[src/sv/assert_macros.svh]
// Assertion helper macros shared by the winding-number RTL.
// Needs clk_i and rst_ni in the scope where a macro is used.
`ifndef ASSERT_MACROS_SVH
`define ASSERT_MACROS_SVH

// Same-cycle implication, disabled during reset.
`define ASSERT_IMPL(lbl, ante, cons) \
  lbl: assert property (@(posedge clk_i) disable iff (!rst_ni) (ante) |-> (cons)) \
    else $error("assertion lbl failed");

// Next-cycle implication, disabled during reset.
`define ASSERT_NEXT(lbl, ante, cons) \
  lbl: assert property (@(posedge clk_i) disable iff (!rst_ni) (ante) |=> (cons)) \
    else $error("assertion lbl failed");

`endif

[src/sv/piw_pkg.sv]
// Shared types, constants and edge-setup function for the winding-number block.
// No dependencies; used by every module of the block.
package piw_pkg;

  localparam int COORD_W      = 24;
  localparam int MAX_VERTICES = 1024;
  localparam int CNT_W        = $clog2(MAX_VERTICES + 1);
  localparam int DIFF_W       = COORD_W + 1;
  localparam int PROD_W       = 2 * DIFF_W;
  localparam int WIND_W       = 11;
  localparam int WIND_MAX     = 1023;
  localparam int WIND_MIN     = -1024;
  localparam int QUEUE_DEPTH  = 4;
  localparam int QPTR_W       = $clog2(QUEUE_DEPTH);
  localparam int QCNT_W       = $clog2(QUEUE_DEPTH + 1);

  typedef logic signed [COORD_W-1:0] coord_t;
  typedef logic signed [DIFF_W-1:0]  diff_t;
  typedef logic signed [PROD_W-1:0]  prod_t;
  typedef logic signed [WIND_W-1:0]  wind_t;

  typedef struct packed {
    coord_t y;
    coord_t x;
  } point_t;

  // Operands of one edge test: cross = dx*dqy - dqx*dy
  typedef struct packed {
    diff_t dx;
    diff_t dqy;
    diff_t dqx;
    diff_t dy;
    logic  up;    // upward crossing candidate, needs q strictly left
    logic  down;  // downward crossing candidate, needs q strictly right
  } edge_t;

  // One classified vertex beat handed from front to back
  typedef struct packed {
    edge_t e0;    // edge previous -> current
    edge_t e1;    // closing edge, only on the last vertex
    logic  last;
    logic  ovf;
  } item_t;

  // Result beat
  typedef struct packed {
    logic  ovf;
    wind_t wind;
    logic  in_poly;
  } result_t;

  function automatic edge_t make_edge(point_t a, point_t b, point_t q, logic en);
    edge_t e;
    e.dx   = DIFF_W'(b.x) - DIFF_W'(a.x);
    e.dqy  = DIFF_W'(q.y) - DIFF_W'(a.y);
    e.dqx  = DIFF_W'(q.x) - DIFF_W'(a.x);
    e.dy   = DIFF_W'(b.y) - DIFF_W'(a.y);
    e.up   = en && (a.y <= q.y) && (b.y > q.y);
    e.down = en && (a.y > q.y) && (b.y <= q.y);
    return e;
  endfunction

endpackage

[src/sv/piw_front.sv]
// Front end: accepts vertex beats, tracks polygon state, classifies edges.
// Depends on piw_pkg and assert_macros.svh.
`include "assert_macros.svh"

module piw_front (
  input  logic              clk_i,
  input  logic              rst_ni,
  input  logic              s_tvalid_i,
  output logic              s_tready_o,
  input  piw_pkg::point_t   vertex_i,
  input  piw_pkg::point_t   query_i,
  input  logic              last_i,
  input  logic              full_i,
  output logic              push_o,
  output piw_pkg::item_t    item_o
);

  piw_pkg::point_t               first_q, first_d;
  piw_pkg::point_t               prev_q, prev_d;
  piw_pkg::point_t               query_q, query_d;
  logic [piw_pkg::CNT_W-1:0]     cnt_q, cnt_d;
  logic                          ovf_q, ovf_d;

  logic            in_acc;
  logic            start;
  logic            sat;
  logic            edge_en;
  piw_pkg::point_t q_use;

  assign s_tready_o = !full_i;
  assign in_acc     = s_tvalid_i && s_tready_o;
  assign push_o     = in_acc;

  // Classify the beat and build both edge records
  always_comb begin
    start   = (cnt_q == '0);
    sat     = (cnt_q >= piw_pkg::CNT_W'(piw_pkg::MAX_VERTICES));
    edge_en = !start && !sat;
    q_use   = start ? query_i : query_q;
    prev_d  = (start || edge_en) ? vertex_i : prev_q;
    first_d = start ? vertex_i : first_q;
    query_d = q_use;
    ovf_d   = ovf_q || (!start && sat);

    item_o.e0   = piw_pkg::make_edge(prev_q, vertex_i, q_use, edge_en);
    item_o.e1   = piw_pkg::make_edge(prev_d, first_d, q_use, last_i);
    item_o.last = last_i;
    item_o.ovf  = ovf_d;

    if (last_i) begin
      cnt_d = '0;
    end else if (start) begin
      cnt_d = piw_pkg::CNT_W'(1);
    end else if (edge_en) begin
      cnt_d = cnt_q + piw_pkg::CNT_W'(1);
    end else begin
      cnt_d = cnt_q;
    end
  end

  // Polygon state
  always_ff @(posedge clk_i or negedge rst_ni) begin
    if (!rst_ni) begin
      first_q <= '0;
      prev_q  <= '0;
      query_q <= '0;
      cnt_q   <= '0;
      ovf_q   <= 1'b0;
    end else if (in_acc) begin
      first_q <= first_d;
      prev_q  <= prev_d;
      query_q <= query_d;
      cnt_q   <= cnt_d;
      ovf_q   <= last_i ? 1'b0 : ovf_d;
    end
  end

  `ASSERT_IMPL(a_cnt_range, 1'b1, cnt_q <= piw_pkg::CNT_W'(piw_pkg::MAX_VERTICES))
  `ASSERT_NEXT(a_last_restart, in_acc && last_i, cnt_q == '0 && !ovf_q)
  `ASSERT_IMPL(a_ovf_saturated, ovf_q, cnt_q == piw_pkg::CNT_W'(piw_pkg::MAX_VERTICES))

endmodule

[config.mk]
export PLATFORM = sky130hd
export DESIGN_NAME = piw_front
export DESIGN_NICKNAME = d
export VERILOG_FILES = /design/src/sv/piw_pkg.sv /design/src/sv/piw_front.sv
export VERILOG_INCLUDE_DIRS = /design/src /design/src/sv
export SDC_FILE = /design/constraint.sdc
export NUM_CORES = 1
export LEC_CHECK = 0
export ABC_AREA = 1
export BUFFER_PORTS_ARGS = -buffer_cell sky130_fd_sc_hd__buf_2
export CAP_MARGIN = 20
export CELL_PAD_IN_SITES_DETAIL_PLACEMENT = 0
export CELL_PAD_IN_SITES_GLOBAL_PLACEMENT = 1
export CORE_MARGIN = 2
export CORE_UTILIZATION = 38
export CTS_BUF_LIST = sky130_fd_sc_hd__clkbuf_2 sky130_fd_sc_hd__clkbuf_4 sky130_fd_sc_hd__clkbuf_8
export CTS_CLUSTER_DIAMETER = 60
export DETAILED_ROUTE_END_ITERATION = 12
export HOLD_SLACK_MARGIN = 0.05
export PLACE_DENSITY_LB_ADDON = 0.15
export SYNTH_ARGS = -nofsm -noshare
export SYNTH_HDL_FRONTEND = slang
export SYNTH_SLANG_ARGS = --single-unit
[constraint.sdc]
create_clock -name clk_i -period 4.1 [get_ports clk_i]
set_clock_uncertainty 0.15 [all_clocks]
set_input_delay 0.205 -clock clk_i [delete_from_list [all_inputs] [get_ports clk_i]]
set_output_delay 0.205 -clock clk_i [all_outputs]
set_load 0.01 [all_outputs]
==> summary.txt <==
status: complete, but fails checks
failing checks: negative setup slack
clk sink count: 156
die width: 224.6 um
FP Rows: 80
crit path kind: reg -> out
routability cong.: 0.9847
final worst slack: -289.7 ps
number of remaining DRC errors: 0
max_cap viols: 0
worst skew pair latency: 530 ps
first-pass GRT wire length: 113500 um
Crit-path slowest cell: dfrtp_1
P_sw: 9.812 mW
hold_sp: query_i[27]
crit path buf inv count: 7
Pins Over Slew Limit: 0
layout cells sized above 1: 36.13%
ANT cells: 0
post-route cell area: 0.02814 mm^2
Root Buffer Master: clkbuf_8
Final Hold Fails: 0
Iter 0 DRT Violations: 1157
Die Area: 0.05047 mm^2
Clock power frac: 7.2%
Cell Int Power: 9.444 mW
Mapped Area: 0.01850 mm^2
final wirelength: 79220 um
crit share post-route: 107.1%
Min Clock Period, post-route: 4390 ps
WL/cell: 19.55 um
IO Count: 309
Clock transition at path regs: 100 ps
Cell variety after synth: 58
Final ANT Viol Nets: 0
unrepaired setup endpoints after global routing: true
largest net degree at the start of global routing: 101
H-tree depth: 4
worst path cell trace: inv_2 > ha_4 > nand2_4 > nor2_4 > nand2_8 > buf_6 > buf_12 > buf_4 > o21ai_4 > ha_4 > a21oi_4 > o21ai_4 > a21oi_2 > o21bai_1 > buf_4 > a21oi_4 > o21ai_4 > a21oi_2 > buf_4 > xnor2_2 > buf_2
Die H: 224.6 um
async set or reset register ratio after synthesis: 100.0%
number of synthesized flops with an enable pin: 0
syn nets: 3071
DP Worst Slack: -463.3 ps
Hold Crit Endpoint: query_q[27]
FF+latch area: 0.003908 mm^2
hold-critical path depth: 4
peak supply drop: 0.4121 mV
CP startpoint kind: flop
TritonCTS buffer count: 17
Post-synth top cells: 641 x nand2_1, 332 x inv_1, 289 x o21ai_0, 265 x a21oi_1, 228 x ha_1
TritonRoute pass-1 iters: 7
fillers: 4324
Peak Freq: 227.8 MHz
Area Overhead vs Synth: 52.10%
Post-Syn Area per Cell: 6.764 um^2
Logic pwr share: 81.9%
Crit path max-delay family: compound AO/OA/AOI/OAI gates
pwr dens: 684.3 mW/mm^2
total grt overflow: 0
Seq pwr share: 10.9%
Layout Nets: 3761
initial antenna violation count: 0
largest cells by area after synthesis: dfrtp_1 21%, ha_1 15%, nand2_1 13%
starting density of the core: 38.59%
CP endpoint kind: output port
Tightest Pin Transition: 849.1 ps
core area: 0.04795 mm^2
Critical Path Fanout Max: 8
RR Endpoint: cnt_q[9]
placed cell areas: 0.02197 mm^2
Reg2Reg Depth: 11
WP data required: 3740 ps
vias in the first global route: 20710
reg-to-reg slack, setup: 1620 ps
Leakage Power: 13.71 nW
sw frac: 50.96%
Clock Tree Buf Depth: 2
# setup viols final: 54
Multi-input gate area: 0.01603 mm^2
Critical Path Stages: 21
Seq/Total Area, Yosys: 21.10%
Total Power: 19.26 mW
Final HPWL DP: 58220 um
IO buf count: 308
most frequent cell after synthesis: nand2_1
Synth area leader: dfrtp_1
Critical R2R Launch: cnt_q[10]
Synth top area share: 21.10%
Yosys warning total: 0
worst path arrival time: 4030 ps
Finished Core Util: 58.69%
CTS tree: done
Synth Flop Type: dfrtp_1
Syn Inst Count: 2735
vias per cell: 5.300
worst hold-check path type: in -> reg
vias: 21480
Critical Path Max Stage Delay: 410 ps
gr usage total: 29.22%
number of synthesized register bits: 156
relative slew slack: 42.80%
WHS: 52.87 ps
crit path launch: cnt_q[0]
-- worst max path at each step --
stage,endpoint,slack (ps)
6_report,item_o[24],-290
5_1_grt,item_o[51],-420
4_1_cts,item_o[105],-250
3_5_place_dp,item_o[75],-460
3_3_place_gp,item_o[3],-450
2_1_floorplan,item_o[51],60
-- cells by family (layout without fill, tap and decap cells) --
family	Yosys count	count (layout)	synth area share (%)
muxes	2	2	0.1082
adders and majority gates	235	235	16.18
xor gates and xnor gates	178	178	8.427
buffers and inverters	412	1115	8.684
AOI/OAI and AO/OA	676	676	19.67
and+or+nand+nor	1076	1076	25.83
DFF	156	156	21.10
-- what timing repair did --
action,in CTS,in global routing
pin swaps,88,156
hold buffers,82,0
endpoints found under the hold margin,185,0
resized for setup,331,443
setup buffers,61,101
cloned,7,8
endpoints found under the setup margin,97,98
-- tightest hold or removal path, delay by kind of cell --
kind / cells / cell delay (ps)
simple gates: 2 / 220
compound gates: 1 / 170
buf+inv: 1 / 80
-- cell type report --
type,instances,area share (%)
flip-flops and latches,156,13.89
repair buffers,740,20.20
clock buffers,17,0.8315
multi-input cells,2167,56.95
clock inverters,15,0.7426
well taps,615,2.735
inverters,343,4.656
-- power groups by stage --
stage,logic (mW),registers [mW],clock network (mW)
after global routing,16.9,2.13,1.48
after floorplan,6.94,2.06,0
after CTS,13.3,2.08,1.42
final,15.8,2.10,1.39
after global placement,11.6,2.09,0
after detailed placement,11.6,2.10,0
-- metal layers --
metal | part of all wire, % | track usage (%) | wire, um
met5 | 0 | 0 | 0
met4 | 3.6 | 11.00 | 2831
met3 | 4.0 | 2.639 | 3131
met2 | 49 | 51.22 | 39100
met1 | 43 | 37.21 | 34160
-- flip-flops by register name, summed over array words and instances, names as in the netlist --
register,count
first_q,48
prev_q,48
query_q,48
cnt_q,11
ovf_q,1
-- stage by stage --
step	cells	TNS, ps
after global routing	4053	-15590
after CTS	3951	-6658
after global placement	3770	-1866
after detailed placement	3770	-2279
final	4053	-5869
after floorplan	2735	0
-- placed cells by master (no fill, tap or decap), drive strengths merged, types with 7 or more instances in the layout --
master,n
nor2,190
clkbuf,23
clkinv,8
a21boi,7
xor2,110
o21ai,314
nand4,30
ha,228
fa,7
dlygate4sd3,82
or2,7
a31oi,27
inv,346
o21bai,10
o21a,13
dfrtp,156
nand2,679
buf,651
a21oi,268
a21o,12
nand3,106
nor3,45
xnor2,68
nor4,10
Note: power is estimated with default switching activity, not from simulation.
