===== config.mk =====
export PLATFORM = sky130hd
export DESIGN_NAME = piw_queue
export DESIGN_NICKNAME = d
export VERILOG_FILES = /design/src/sv/piw_pkg.sv /design/src/sv/piw_queue.sv
export VERILOG_INCLUDE_DIRS = /design/src /design/src/sv
export SDC_FILE = /design/constraint.sdc
export NUM_CORES = 1
export LEC_CHECK = 0
export BUFFER_PORTS_ARGS = -buffer_cell sky130_fd_sc_hd__buf_2
export CAP_MARGIN = 0
export CORE_AREA = 2 2 278 280
export DETAILED_ROUTE_END_ITERATION = 7
export DIE_AREA = 0 0 280 282
export SETUP_SLACK_MARGIN = 0.05
export SYNTH_ARGS = -nofsm -noshare
export SYNTH_HDL_FRONTEND = slang
export SYNTH_SLANG_ARGS = --single-unit

===== constraint.sdc =====
create_clock -name clk_i -period 6.1 [get_ports clk_i]
set_input_delay 1.22 -clock clk_i [delete_from_list [all_inputs] [get_ports clk_i]]
set_output_delay 1.22 -clock clk_i [all_outputs]
set_load 0.03 [all_outputs]

===== src/sv/assert_macros.svh =====
// Assertion helper macros shared by the winding-number RTL.
// Needs clk_i and rst_ni in the scope where a macro is used.
`ifndef ASSERT_MACROS_SVH
`define ASSERT_MACROS_SVH

// Same-cycle implication, disabled during reset.
`define ASSERT_IMPL(lbl, ante, cons) \
  lbl: assert property (@(posedge clk_i) disable iff (!rst_ni) (ante) |-> (cons)) \
    else $error("assertion lbl failed");

// Next-cycle implication, disabled during reset.
`define ASSERT_NEXT(lbl, ante, cons) \
  lbl: assert property (@(posedge clk_i) disable iff (!rst_ni) (ante) |=> (cons)) \
    else $error("assertion lbl failed");

`endif


===== src/sv/piw_pkg.sv =====
// Shared types, constants and edge-setup function for the winding-number block.
// No dependencies; used by every module of the block.
package piw_pkg;

  localparam int COORD_W      = 24;
  localparam int MAX_VERTICES = 1024;
  localparam int CNT_W        = $clog2(MAX_VERTICES + 1);
  localparam int DIFF_W       = COORD_W + 1;
  localparam int PROD_W       = 2 * DIFF_W;
  localparam int WIND_W       = 11;
  localparam int WIND_MAX     = 1023;
  localparam int WIND_MIN     = -1024;
  localparam int QUEUE_DEPTH  = 4;
  localparam int QPTR_W       = $clog2(QUEUE_DEPTH);
  localparam int QCNT_W       = $clog2(QUEUE_DEPTH + 1);

  typedef logic signed [COORD_W-1:0] coord_t;
  typedef logic signed [DIFF_W-1:0]  diff_t;
  typedef logic signed [PROD_W-1:0]  prod_t;
  typedef logic signed [WIND_W-1:0]  wind_t;

  typedef struct packed {
    coord_t y;
    coord_t x;
  } point_t;

  // Operands of one edge test: cross = dx*dqy - dqx*dy
  typedef struct packed {
    diff_t dx;
    diff_t dqy;
    diff_t dqx;
    diff_t dy;
    logic  up;    // upward crossing candidate, needs q strictly left
    logic  down;  // downward crossing candidate, needs q strictly right
  } edge_t;

  // One classified vertex beat handed from front to back
  typedef struct packed {
    edge_t e0;    // edge previous -> current
    edge_t e1;    // closing edge, only on the last vertex
    logic  last;
    logic  ovf;
  } item_t;

  // Result beat
  typedef struct packed {
    logic  ovf;
    wind_t wind;
    logic  in_poly;
  } result_t;

  function automatic edge_t make_edge(point_t a, point_t b, point_t q, logic en);
    edge_t e;
    e.dx   = DIFF_W'(b.x) - DIFF_W'(a.x);
    e.dqy  = DIFF_W'(q.y) - DIFF_W'(a.y);
    e.dqx  = DIFF_W'(q.x) - DIFF_W'(a.x);
    e.dy   = DIFF_W'(b.y) - DIFF_W'(a.y);
    e.up   = en && (a.y <= q.y) && (b.y > q.y);
    e.down = en && (a.y > q.y) && (b.y <= q.y);
    return e;
  endfunction

endpackage


===== src/sv/piw_queue.sv =====
// Short FIFO of classified vertex items between front and back.
// Depends on piw_pkg and assert_macros.svh.
`include "assert_macros.svh"

module piw_queue (
  input  logic            clk_i,
  input  logic            rst_ni,
  input  logic            push_i,
  input  piw_pkg::item_t  item_i,
  output logic            full_o,
  input  logic            pop_i,
  output logic            empty_o,
  output piw_pkg::item_t  item_o
);

  piw_pkg::item_t              mem_q [piw_pkg::QUEUE_DEPTH];
  logic [piw_pkg::QPTR_W-1:0]  wr_q, wr_d;
  logic [piw_pkg::QPTR_W-1:0]  rd_q, rd_d;
  logic [piw_pkg::QCNT_W-1:0]  cnt_q, cnt_d;

  assign full_o  = (cnt_q == piw_pkg::QCNT_W'(piw_pkg::QUEUE_DEPTH));
  assign empty_o = (cnt_q == '0);
  assign item_o  = mem_q[rd_q];

  // Pointer and fill-count update
  always_comb begin
    wr_d  = push_i ? wr_q + piw_pkg::QPTR_W'(1) : wr_q;
    rd_d  = pop_i ? rd_q + piw_pkg::QPTR_W'(1) : rd_q;
    cnt_d = cnt_q;
    if (push_i && !pop_i) begin
      cnt_d = cnt_q + piw_pkg::QCNT_W'(1);
    end else if (pop_i && !push_i) begin
      cnt_d = cnt_q - piw_pkg::QCNT_W'(1);
    end
  end

  always_ff @(posedge clk_i or negedge rst_ni) begin
    if (!rst_ni) begin
      wr_q  <= '0;
      rd_q  <= '0;
      cnt_q <= '0;
    end else begin
      wr_q  <= wr_d;
      rd_q  <= rd_d;
      cnt_q <= cnt_d;
    end
  end

  // Storage, no reset needed
  always_ff @(posedge clk_i) begin
    if (push_i) begin
      mem_q[wr_q] <= item_i;
    end
  end

  `ASSERT_IMPL(a_no_push_full, push_i, !full_o)
  `ASSERT_IMPL(a_no_pop_empty, pop_i, !empty_o)
  `ASSERT_IMPL(a_cnt_bound, 1'b1, cnt_q <= piw_pkg::QCNT_W'(piw_pkg::QUEUE_DEPTH))

endmodule


==> results.sh, run 1 <==
export IMPL_synthMuxAreaShare_pct=15.5
export IMPL_wl_per_cell_um=23.1
export IMPL_ys_seq_area_share_pct=82.8
export IMPL_power_mw=19.2
export IMPL_via_per_inst=5.05
export IMPL_dpl_hpwl_um=35400
export IMPL_synth_compound_area_share_pct=0.0166
export IMPL_cts_buffer_depth=3
export IMPL_die_y_um=282
export IMPL_critical_path_required_ps=4880
export IMPL_synth_area_top_cells="edfxtp_1 82%, mux4_2 15%, dfrtp_1 0.58%, buf_6 0.56%, buf_2 0.40%"
export IMPL_numCtsBuffers=87
export IMPL_synthAdderAreaFrac_pct=0.274
export IMPL_vdd_drop_max_v=0.000288
export IMPL_path_clk_slew_ps=70
export IMPL_synth_area_um2=30100
export IMPL_dpl_worst_slack_ps=2300
export IMPL_holdBufCountCts=0
export IMPL_ys_types=19
export IMPL_fin_crit_sh_pct=70.3
export IMPL_synth_avg_cell_area_um2=27.1
export IMPL_via_count=13300
export IMPL_finalWirelength_um=61000
export IMPL_skew_ps=19.3
export IMPL_setup_tns_final_ps=0
export IMPL_outcome="completed"
export IMPL_yosys_area_top_type_share_pct=82.2
export IMPL_endpoint_kind="output port"
export IMPL_grt_pass1_wl_um=89400
export IMPL_root_buffer="clkbuf_16"
export IMPL_synth_top_family_by_area="multiplexers"
export IMPL_yosys_area_top_type="edfxtp_1"
export IMPL_die_area_um2=79000
export IMPL_start_kind="flop"
export IMPL_fmax_ghz=0.233
export IMPL_fin_ws_ps=1810
export IMPL_maxCapViolCount=0
export IMPL_io_buffers=417
export IMPL_power_density_nw_per_um2=531
export IMPL_path_max_fanout=40
export IMPL_cts_tree="built"
export IMPL_clkSinkCount=831
export IMPL_htreeDepth=3
export IMPL_leakage_nw=12.2
export IMPL_critPathKind="reg -> out"
export IMPL_final_antenna_net_count=0
export IMPL_syn_nets=1326
export IMPL_yosys_warnings=0
export IMPL_drive_gt1_share_pct=46.2
export IMPL_cp_arrival_ps=3070
export IMPL_first_global_vias=14400
export IMPL_area_growth_pct=20.2
export IMPL_fin_crit_ps=4290
export IMPL_worst_slew_pin_slew_ps=915
export IMPL_grt_overflow_total=0
export IMPL_relSlewSlack_pct=39.0
export IMPL_rsz0062_at_grt="false"
export IMPL_coreArea_um2=75700
export IMPL_synth_xor_area_share_pct=0.175
export IMPL_yosys_register_bits=831
export IMPL_grt_use_total_pct=15.2
export IMPL_antenna_found_initial=14
export IMPL_place_congestion=0.729
export IMPL_netlist_instances=1110
export IMPL_hp_class="in -> async"
export IMPL_grt_max_degree=133
export IMPL_post_cts_resized=0
export IMPL_report_final_slew_viol_count=0
export IMPL_synth_simple_gate_area_share_pct=0.162
export IMPL_initial_core_util_pct=39.8
export IMPL_finish_net_count=1803
export IMPL_cts_setup_buffers=0
export IMPL_first_pass_iters=5
export IMPL_drtIter0Drc=848
export IMPL_hold_viol_final=0
export IMPL_finalSetupViolations=0
export IMPL_drt_drc_violations_left=0
export IMPL_io_pins=418
export IMPL_fp_row_count=101
export IMPL_clkLatencyLatePin_ps=640
export IMPL_finalHoldWorstSlack_ps=452
export IMPL_die_w_um=280
## stage by stage
step                      util (%)  cells  cell area [um^2]
after floorplan                  -   1110             30100
after global placement        44.1   2476             33400
after detailed placement      44.1   2476             33400
after CTS                     47.8   2633             36200
after global routing          47.8   2636             36200
final                         47.8   2640             36200
## path summary, 6_finish.rpt
check | start | end | slack [ps] | cells after the start
min | rst_ni | wr_q[0] | 450 | 1
min in group clk_i | cnt_q[2] | cnt_q[2] | 500 | 1
max reg2reg | wr_q[0] | mem_q[2][42] | 3740 | 4
max in group asynchronous | rst_ni | rd_q[0] | 5410 | 1
min reg2reg | cnt_q[2] | cnt_q[2] | 500 | 1
max | rd_q[0] | item_o[171] | 1810 | 3
## synth_stat cells (all sizes together)
library cell  instances
and2                  4
buf                  40
clkbuf                6
dfrtp                 7
edfxtp              824
fa                    1
ha                    5
inv                   4
mux2                  1
mux4                206
nand2                 2
nor2                  1
nor3                  1
nor3b                 1
o21ai                 1
xnor2                 2
xor2                  4
## worst max-delay path, cell delays in order, from the launching register on
cell	delay [ps]
dfrtp_4	980
buf_4	640
mux4_2	600
buf_2	200
## flip-flops by register name (all words and copies together) (netlist names)
register,flops
mem_q,824
rd_q,2
wr_q,2
cnt_q,3
## logic make-up after synthesis
group                    count (synthesis)
flip-flops                             831
multiplexers                           207
buffers and inverters                   50
AND/OR/NAND/NOR                          9
XOR/XNOR                                 6
adder cells (fa/ha/maj)                  6
AO/OA/AOI/OAI                            1
## layer usage
metal / wire length [um] / up-vias / GRT usage (%)
li1: - / 5806 / -
met3: 4800 / 121 / 5.28
met2: 30000 / 397 / 25.0
met1: 24500 / 6988 / 19.1
met5: 87 / - / 0
met4: 1630 / 16 / 5.03
## final cells by class
class / count / area [um^2]
diodes: 7 / 17.5
clock inverters: 55 / 566
clock buffers: 102 / 2230
well taps: 978 / 1220
inverters: 4 / 15.0
fillers: 6141 / 39500
repair buffers: 434 / 2340
flip-flops and latches: 831 / 24900
multi-input cells: 229 / 4850
## where the power goes
group	internal (mW)	switching (mW)
sequential	7.46	0.365
clock	2.98	2.15
combinational	2.20	4.03
total	12.6	6.55
## cells in the final DEF (no fill, tap or decap)
cell        Yosys  routed
inv_16          0       1
inv_8           0       1
mux4_2        206     206
diode_2         0       7
clkbuf_1        6      15
xor2_1          4       4
edfxtp_1      824     824
nand2_1         2       2
buf_2          24     417
clkinv_1        0      24
clkbuf_16       0      87
clkinv_8        0       1
mux2_2          1       1
nor2_1          1       1
nor3_1          1       1
ha_1            5       5
o21ai_0         1       1
and2_4          0       4
clkinv_2        0      13
dfrtp_4         0       2
inv_1           4       4
clkinv_16       0       3
fa_1            1       1
bufinv_16       0       8
buf_12          0      10
inv_6           0       2
buf_4           1       7
clkinvlp_4      0       2
nor3b_1         1       1
dfrtp_1         7       5
xnor2_1         2       2
Power figures use the tool's default switching activity.
==> inputs of run 2 (changes only) <==
clock period = 4.38 ns   (was 6.1 ns; I/O delays follow)
==> run 2 against run 1 <==
  * Cell area up 0.54%
  * Global-route usage increased by 0.058 points
  * Setup slack lost 1000 ps
  * Clock skew shrank 4.4 ps
  * Utilization rose by 0.26 points
  * Worst hold slack lost 360 ps
  * Largest power group unchanged
==> results.sh, run 2 (same netlist as run 1, synthesis figures left out) <==
export IMPL_outcome="completed"
export IMPL_p_sw_mw=9.15
export IMPL_die_area_um2=79000
export IMPL_post_cts_resized=0
export IMPL_largestRegisters="mem_q: 824 flops, cnt_q: 3 flops"
export IMPL_fin_crit_ps=3610
export IMPL_path_cells="buf_12 -> mux4_2 -> buf_2"
export IMPL_met3_usage_pct=5.49
export IMPL_report_final_slew_viol_count=0
export IMPL_dpl_hpwl_um=36400
export IMPL_die_y_um=282
export IMPL_io_buffers=417
export IMPL_finalSetupViolations=0
export IMPL_cp_arrival_ps=2740
export IMPL_first_global_vias=14300
export IMPL_initial_core_util_pct=39.8
export IMPL_grtUsageMet2_pct=25.1
export IMPL_fin_crit_sh_pct=82.4
export IMPL_path_max_fanout=32
export IMPL_wl_per_cell_um=23.1
export IMPL_cts_buffer_depth=3
export IMPL_worst_slew_pin_slew_ps=1080
export IMPL_finalWirelength_um=61100
export IMPL_place_congestion=0.726
export IMPL_n_fill_cell=6164
export IMPL_area_growth_pct=20.8
export IMPL_grt_overflow_total=0
export IMPL_critPathMaxStageDelay_ps=950
export IMPL_final_cell_mix="824 x edfxtp_1, 417 x buf_2, 206 x mux4_2"
export IMPL_antenna_found_initial=13
export IMPL_first_pass_iters=4
export IMPL_final_antenna_net_count=0
export IMPL_cts_tree="built"
export IMPL_power_density_nw_per_um2=742
export IMPL_grt_max_degree=130
export IMPL_start_kind="flop"
export IMPL_hold_viol_final=0
export IMPL_clkLatencyLatePin_ps=620
export IMPL_hp_class="in -> async"
export IMPL_largest_register_ffs=824
export IMPL_endpoint_kind="output port"
export IMPL_fin_cells=2647
export IMPL_coreArea_um2=75700
export IMPL_drt_drc_violations_left=0
export IMPL_met1_usage_pct=19.1
export IMPL_setup_tns_final_ps=0
export IMPL_drive_gt1_share_pct=46.9
export IMPL_clkSinkCount=831
export IMPL_rsz0062_at_grt="false"
export IMPL_p_int_mw=17.8
export IMPL_root_buffer="clkbuf_16"
export IMPL_grt_pass1_wl_um=90200
export IMPL_cts_setup_buffers=0
export IMPL_path_clk_slew_ps=60
export IMPL_io_pins=418
export IMPL_holdBufCountCts=0
export IMPL_swShare_pct=33.9
export IMPL_drtIter0Drc=946
export IMPL_relSlewSlack_pct=28.1
export IMPL_fp_row_count=101
export IMPL_final_common_cell="edfxtp_1"
export IMPL_via_per_inst=5.11
export IMPL_largest_register="mem_q"
export IMPL_critPathKind="reg -> out"
export IMPL_cp_slowest_cell="dfrtp_4"
export IMPL_skew_ps=14.9
export IMPL_critical_path_required_ps=3500
export IMPL_die_w_um=280
export IMPL_multi_input_area_um2=4850
export IMPL_pwr_share_comb_pct=33.1
export IMPL_vdd_drop_max_v=0.000430
export IMPL_p_clk_share_pct=26.7
export IMPL_maxCapViolCount=0
export IMPL_via_count=13500
export IMPL_grt_most_used_layer="met2"
export IMPL_grt_use_total_pct=15.3
export IMPL_finish_net_count=1812
export IMPL_fmax_ghz=0.277
export IMPL_seqCellArea_um2=24900
export IMPL_leakage_nw=12.3
export IMPL_seq_power_share_pct=40.2
export IMPL_numCtsBuffers=87
export IMPL_dp_cells=2485
export IMPL_htreeDepth=3
[run 2: final timing paths]
| path | start | end | slack [ps] | cells after the start |
|---|---|---|---|---|
| min in group clk_i | item_i[54] | mem_q[1][54] | 460 | 1 |
| hold / removal | rst_ni | cnt_q[0] | 90 | 1 |
| setup reg to reg | wr_q[0] | mem_q[0][129] | 2160 | 4 |
| setup / recovery | rd_q[0] | item_o[53] | 770 | 3 |
| hold reg to reg | cnt_q[2] | cnt_q[2] | 490 | 1 |
| max in group asynchronous | rst_ni | rd_q[1] | 4100 | 1 |
[run 2: final cells by class]
| cell class | instances | share of cell area, % |
|---|---|---|
| well taps | 978 | 3.36 |
| clock inverters | 55 | 1.50 |
| flip-flops and latches | 831 | 68.5 |
| clock buffers | 105 | 6.23 |
| inverters | 4 | 0.0413 |
| repair buffers | 443 | 6.96 |
| diodes | 2 | 0.0138 |
| multi-input cells | 229 | 13.3 |
[run 2: power groups by stage]
stage               Clock, mW  Combinational, mW  Sequential (mW)
global placement            0               9.16             11.0
global route             7.70               9.50             11.0
floorplan                   0               6.54             10.9
finish                   7.20               8.93             10.8
CTS                      7.42               9.19             10.9
detailed placement          0               9.16             11.0
[run 2: per-stage QoR]
stage	worst slack, ps	cell area [um^2]	hold WS, ps	power (mW)	util [%]
5_1_grt	564	36400	62.0	28.2	48.0
6_report	769	36400	90.6	27.0	48.0
2_1_floorplan	519	30100	456	17.4	-
4_1_cts	624	36400	44.5	27.5	48.0
3_5_place_dp	1330	33500	482	20.2	44.3
3_3_place_gp	1320	33500	475	20.1	44.3
[run 2: routing by layer]
metal  part of all wire [%]  up-vias
met5                   0.25        -
met4                    1.9       24
met3                    8.0       98
met2                     50      371
met1                     40     7190
li1                       -     5837
[run 2: worst max-delay path: cells and delay by family (launching register included)]
kind / cells / cell delay, ps
DFF: 1 / 950
buffers and inverters: 2 / 570
muxes: 1 / 550
==> inputs of run 3 (changes only) <==
ABC_AREA = 1   (was not set)
CORE_AREA = 2 2 294 296   (was 2 2 278 280)
DIE_AREA = 0 0 296 298   (was 0 0 280 282)
clock period = 3.3 ns   (was 4.38 ns; I/O delays follow)
==> run 3 against run 2 <==
  * Routed wire length grew 24%
  * Critical path depth up 2
  * Utilization decreased by 0.73 points
  * Synthesized cell count rose by 120%
  * Count of clock-buffer cells in the layout up 2
  * First-iteration DRC count increased by 21%
  * Via count is 46% higher
  * Sequential cell count is the same
  * Combinational power up 80%
  * Largest cell class unchanged
  * Largest power group is now combinational cells
  * Highest routed layer unchanged
==> results.sh, run 3 <==
export IMPL_power_mw=40.3
export IMPL_hold_viol_final=0
export IMPL_power_density_nw_per_um2=1000
export IMPL_area_growth_pct=19.0
export IMPL_cts_tree="built"
export IMPL_setup_tns_final_ps=0
export IMPL_largest_register_ffs=824
export IMPL_ys_seq_area_share_pct=73.9
export IMPL_largestRegisters="mem_q: 824 flops, cnt_q: 3 flops"
export IMPL_synth_area_top_cells="edfxtp_1 73%, nand2_1 7.0%, o211ai_2 5.9%, o211ai_1 5.6%, inv_1 4.7%"
export IMPL_p_clk_share_pct=24.4
export IMPL_critical_path_required_ps=2640
export IMPL_die_area_um2=88200
export IMPL_crit_buf_inv=3
export IMPL_yosys_register_bits=831
export IMPL_critPathMaxStageDelay_ps=530
export IMPL_antenna_found_initial=28
export IMPL_vdd_drop_max_v=0.000687
export IMPL_syn_nets=2667
export IMPL_root_buffer="clkbuf_16"
export IMPL_cts_buffer_depth=3
export IMPL_hp_class="in -> reg"
export IMPL_synthAdderAreaFrac_pct=0.245
export IMPL_cp_arrival_ps=2390
export IMPL_swShare_pct=40.2
export IMPL_first_pass_iters=5
export IMPL_coreArea_um2=84900
export IMPL_multi_input_area_um2=6430
export IMPL_worst_slew_pin_slew_ps=1000
export IMPL_path_clk_slew_ps=60
export IMPL_p_int_mw=24.1
export IMPL_finish_net_count=3086
export IMPL_pwr_share_comb_pct=40.0
export IMPL_synth_top_cells_by_count="824 x edfxtp_1, 631 x nand2_1, 423 x inv_1, 253 x o211ai_1, 159 x o211ai_2"
export IMPL_synthMuxAreaShare_pct=0
export IMPL_maxCapViolCount=0
export IMPL_synth_simple_gate_area_share_pct=7.08
export IMPL_final_cell_mix="824 x edfxtp_1, 627 x nand2_1, 419 x inv_1"
export IMPL_synth_avg_cell_area_um2=13.8
export IMPL_fmax_ghz=0.328
export IMPL_start_kind="flop"
export IMPL_fin_crit_ps=3050
export IMPL_finalWirelength_um=75700
export IMPL_report_final_slew_viol_count=0
export IMPL_die_w_um=296
export IMPL_initial_core_util_pct=39.8
export IMPL_path_cells="inv_8 -> buf_12 -> o211ai_2 -> nand2_1 -> buf_2"
export IMPL_dp_cells=3924
export IMPL_synth_xor_area_share_pct=0.104
export IMPL_final_antenna_net_count=0
export IMPL_die_y_um=298
export IMPL_via_count=19700
export IMPL_drt_drc_violations_left=0
export IMPL_yosys_area_top_type_share_pct=73.3
export IMPL_io_buffers=417
export IMPL_grt_overflow_total=0
export IMPL_htreeDepth=3
export IMPL_final_common_cell="edfxtp_1"
export IMPL_synth_main_ff_cell="edfxtp_1"
export IMPL_yosys_warnings=0
export IMPL_n_fill_cell=7482
export IMPL_skew_ps=15.2
export IMPL_cp_slowest_cell="dfrtp_4"
export IMPL_leakage_nw=16.0
export IMPL_clkSinkCount=831
export IMPL_via_per_inst=4.80
export IMPL_largest_register="mem_q"
export IMPL_cts_setup_buffers=0
export IMPL_path_max_fanout=38
export IMPL_grt_max_degree=138
export IMPL_fin_cells=4099
export IMPL_dpl_hpwl_um=45700
export IMPL_seq_power_share_pct=35.6
export IMPL_fp_row_count=107
export IMPL_relSlewSlack_pct=33.0
export IMPL_first_global_vias=20200
export IMPL_endpoint_kind="output port"
export IMPL_seqCellArea_um2=24900
export IMPL_synth_most_common_cell="edfxtp_1"
export IMPL_synth_top_family_by_area="compound AO/OA/AOI/OAI gates"
export IMPL_rsz0062_at_grt="false"
export IMPL_ys_types=19
export IMPL_crit_family="buffers and inverters"
export IMPL_numCtsBuffers=87
export IMPL_async_flop_share_pct=0.842
export IMPL_critPathKind="reg -> out"
export IMPL_wl_per_cell_um=18.5
export IMPL_synth_area_um2=33700
export IMPL_fin_crit_sh_pct=92.4
export IMPL_p_sw_mw=16.2
export IMPL_yosys_area_top_type="edfxtp_1"
export IMPL_synth_edf_count=824
export IMPL_place_congestion=0.761
export IMPL_finalSetupViolations=0
export IMPL_grt_pass1_wl_um=115000
export IMPL_drtIter0Drc=1140
export IMPL_drive_gt1_share_pct=25.9
export IMPL_outcome="completed"
export IMPL_netlist_instances=2451
export IMPL_clkLatencyLatePin_ps=620
export IMPL_grt_use_total_pct=17.0
export IMPL_synth_compound_area_share_pct=11.5
export IMPL_io_pins=418
==> run 3: logic make-up (layout without fill, tap and decap cells) <==
| family | Yosys count | count (layout) |
|---|---|---|
| buffers and inverters | 562 | 1052 |
| other | 0 | 14 |
| adders and majority gates | 6 | 6 |
| and+or+nand+nor | 635 | 635 |
| AOI/OAI and AO/OA | 413 | 413 |
| xor gates and xnor gates | 4 | 4 |
| DFF | 831 | 831 |
==> run 3: cell type report <==
class | instances | share of cell area (%)
diodes | 14 | 0.0872
clock buffers | 107 | 5.74
clock inverters | 53 | 1.45
inverters | 424 | 4.02
multi-input cells | 1058 | 16.0
flip-flops and latches | 831 | 62.1
well taps | 1144 | 3.56
repair buffers | 468 | 7.06
==> run 3: path summary, 6_finish.rpt <==
check / startpoint / to / slack (ps) / depth (start not counted)
hold / removal: item_i[163] / mem_q[3][163] / 250 / 1
min in group asynchronous: rst_ni / cnt_q[0] / 470 / 2
hold reg to reg: wr_q[0] / wr_q[0] / 540 / 1
setup / recovery: rd_q[1] / item_o[106] / 250 / 5
max in group asynchronous: rst_ni / rd_q[0] / 2610 / 2
setup reg to reg: wr_q[0] / mem_q[0][162] / 1130 / 5
==> run 3: per-layer routing <==
| metal | global-route usage [%] | vias to the layer above | routed length [um] |
|---|---|---|---|
| met1 | 21.0 | 9623 | 31400 |
| met4 | 4.03 | 42 | 1140 |
| met2 | 28.7 | 451 | 36900 |
| met3 | 5.63 | 117 | 6010 |
| li1 | - | 9440 | - |
| met5 | 0 | - | 261 |
==> run 3: per-stage QoR <==
| stage | utilization (%) | setup slack (ps) | hold slack (ps) | instance area [um^2] |
|---|---|---|---|---|
| after floorplan | - | -1020 | 364 | 33800 |
| after global placement | 43.9 | 841 | 479 | 37200 |
| after detailed placement | 43.9 | 821 | 531 | 37200 |
| after CTS | 47.3 | 135 | 193 | 40100 |
| after global routing | 47.3 | 50.2 | 199 | 40100 |
| final | 47.3 | 251 | 245 | 40200 |
==> run 3: power groups by stage <==
stage	logic [mW]	registers [mW]	clock network (mW)
floorplan	11.4	14.6	0
global placement	16.2	14.5	0
detailed placement	16.4	14.6	0
CTS	16.4	14.4	10.1
global route	17.5	14.5	10.5
finish	16.1	14.3	9.81
==> run 3: repair_timing <==
action,in CTS,in global routing
resized for setup,0,0
hold buffers,1,0
hold endpoints to repair,7,0
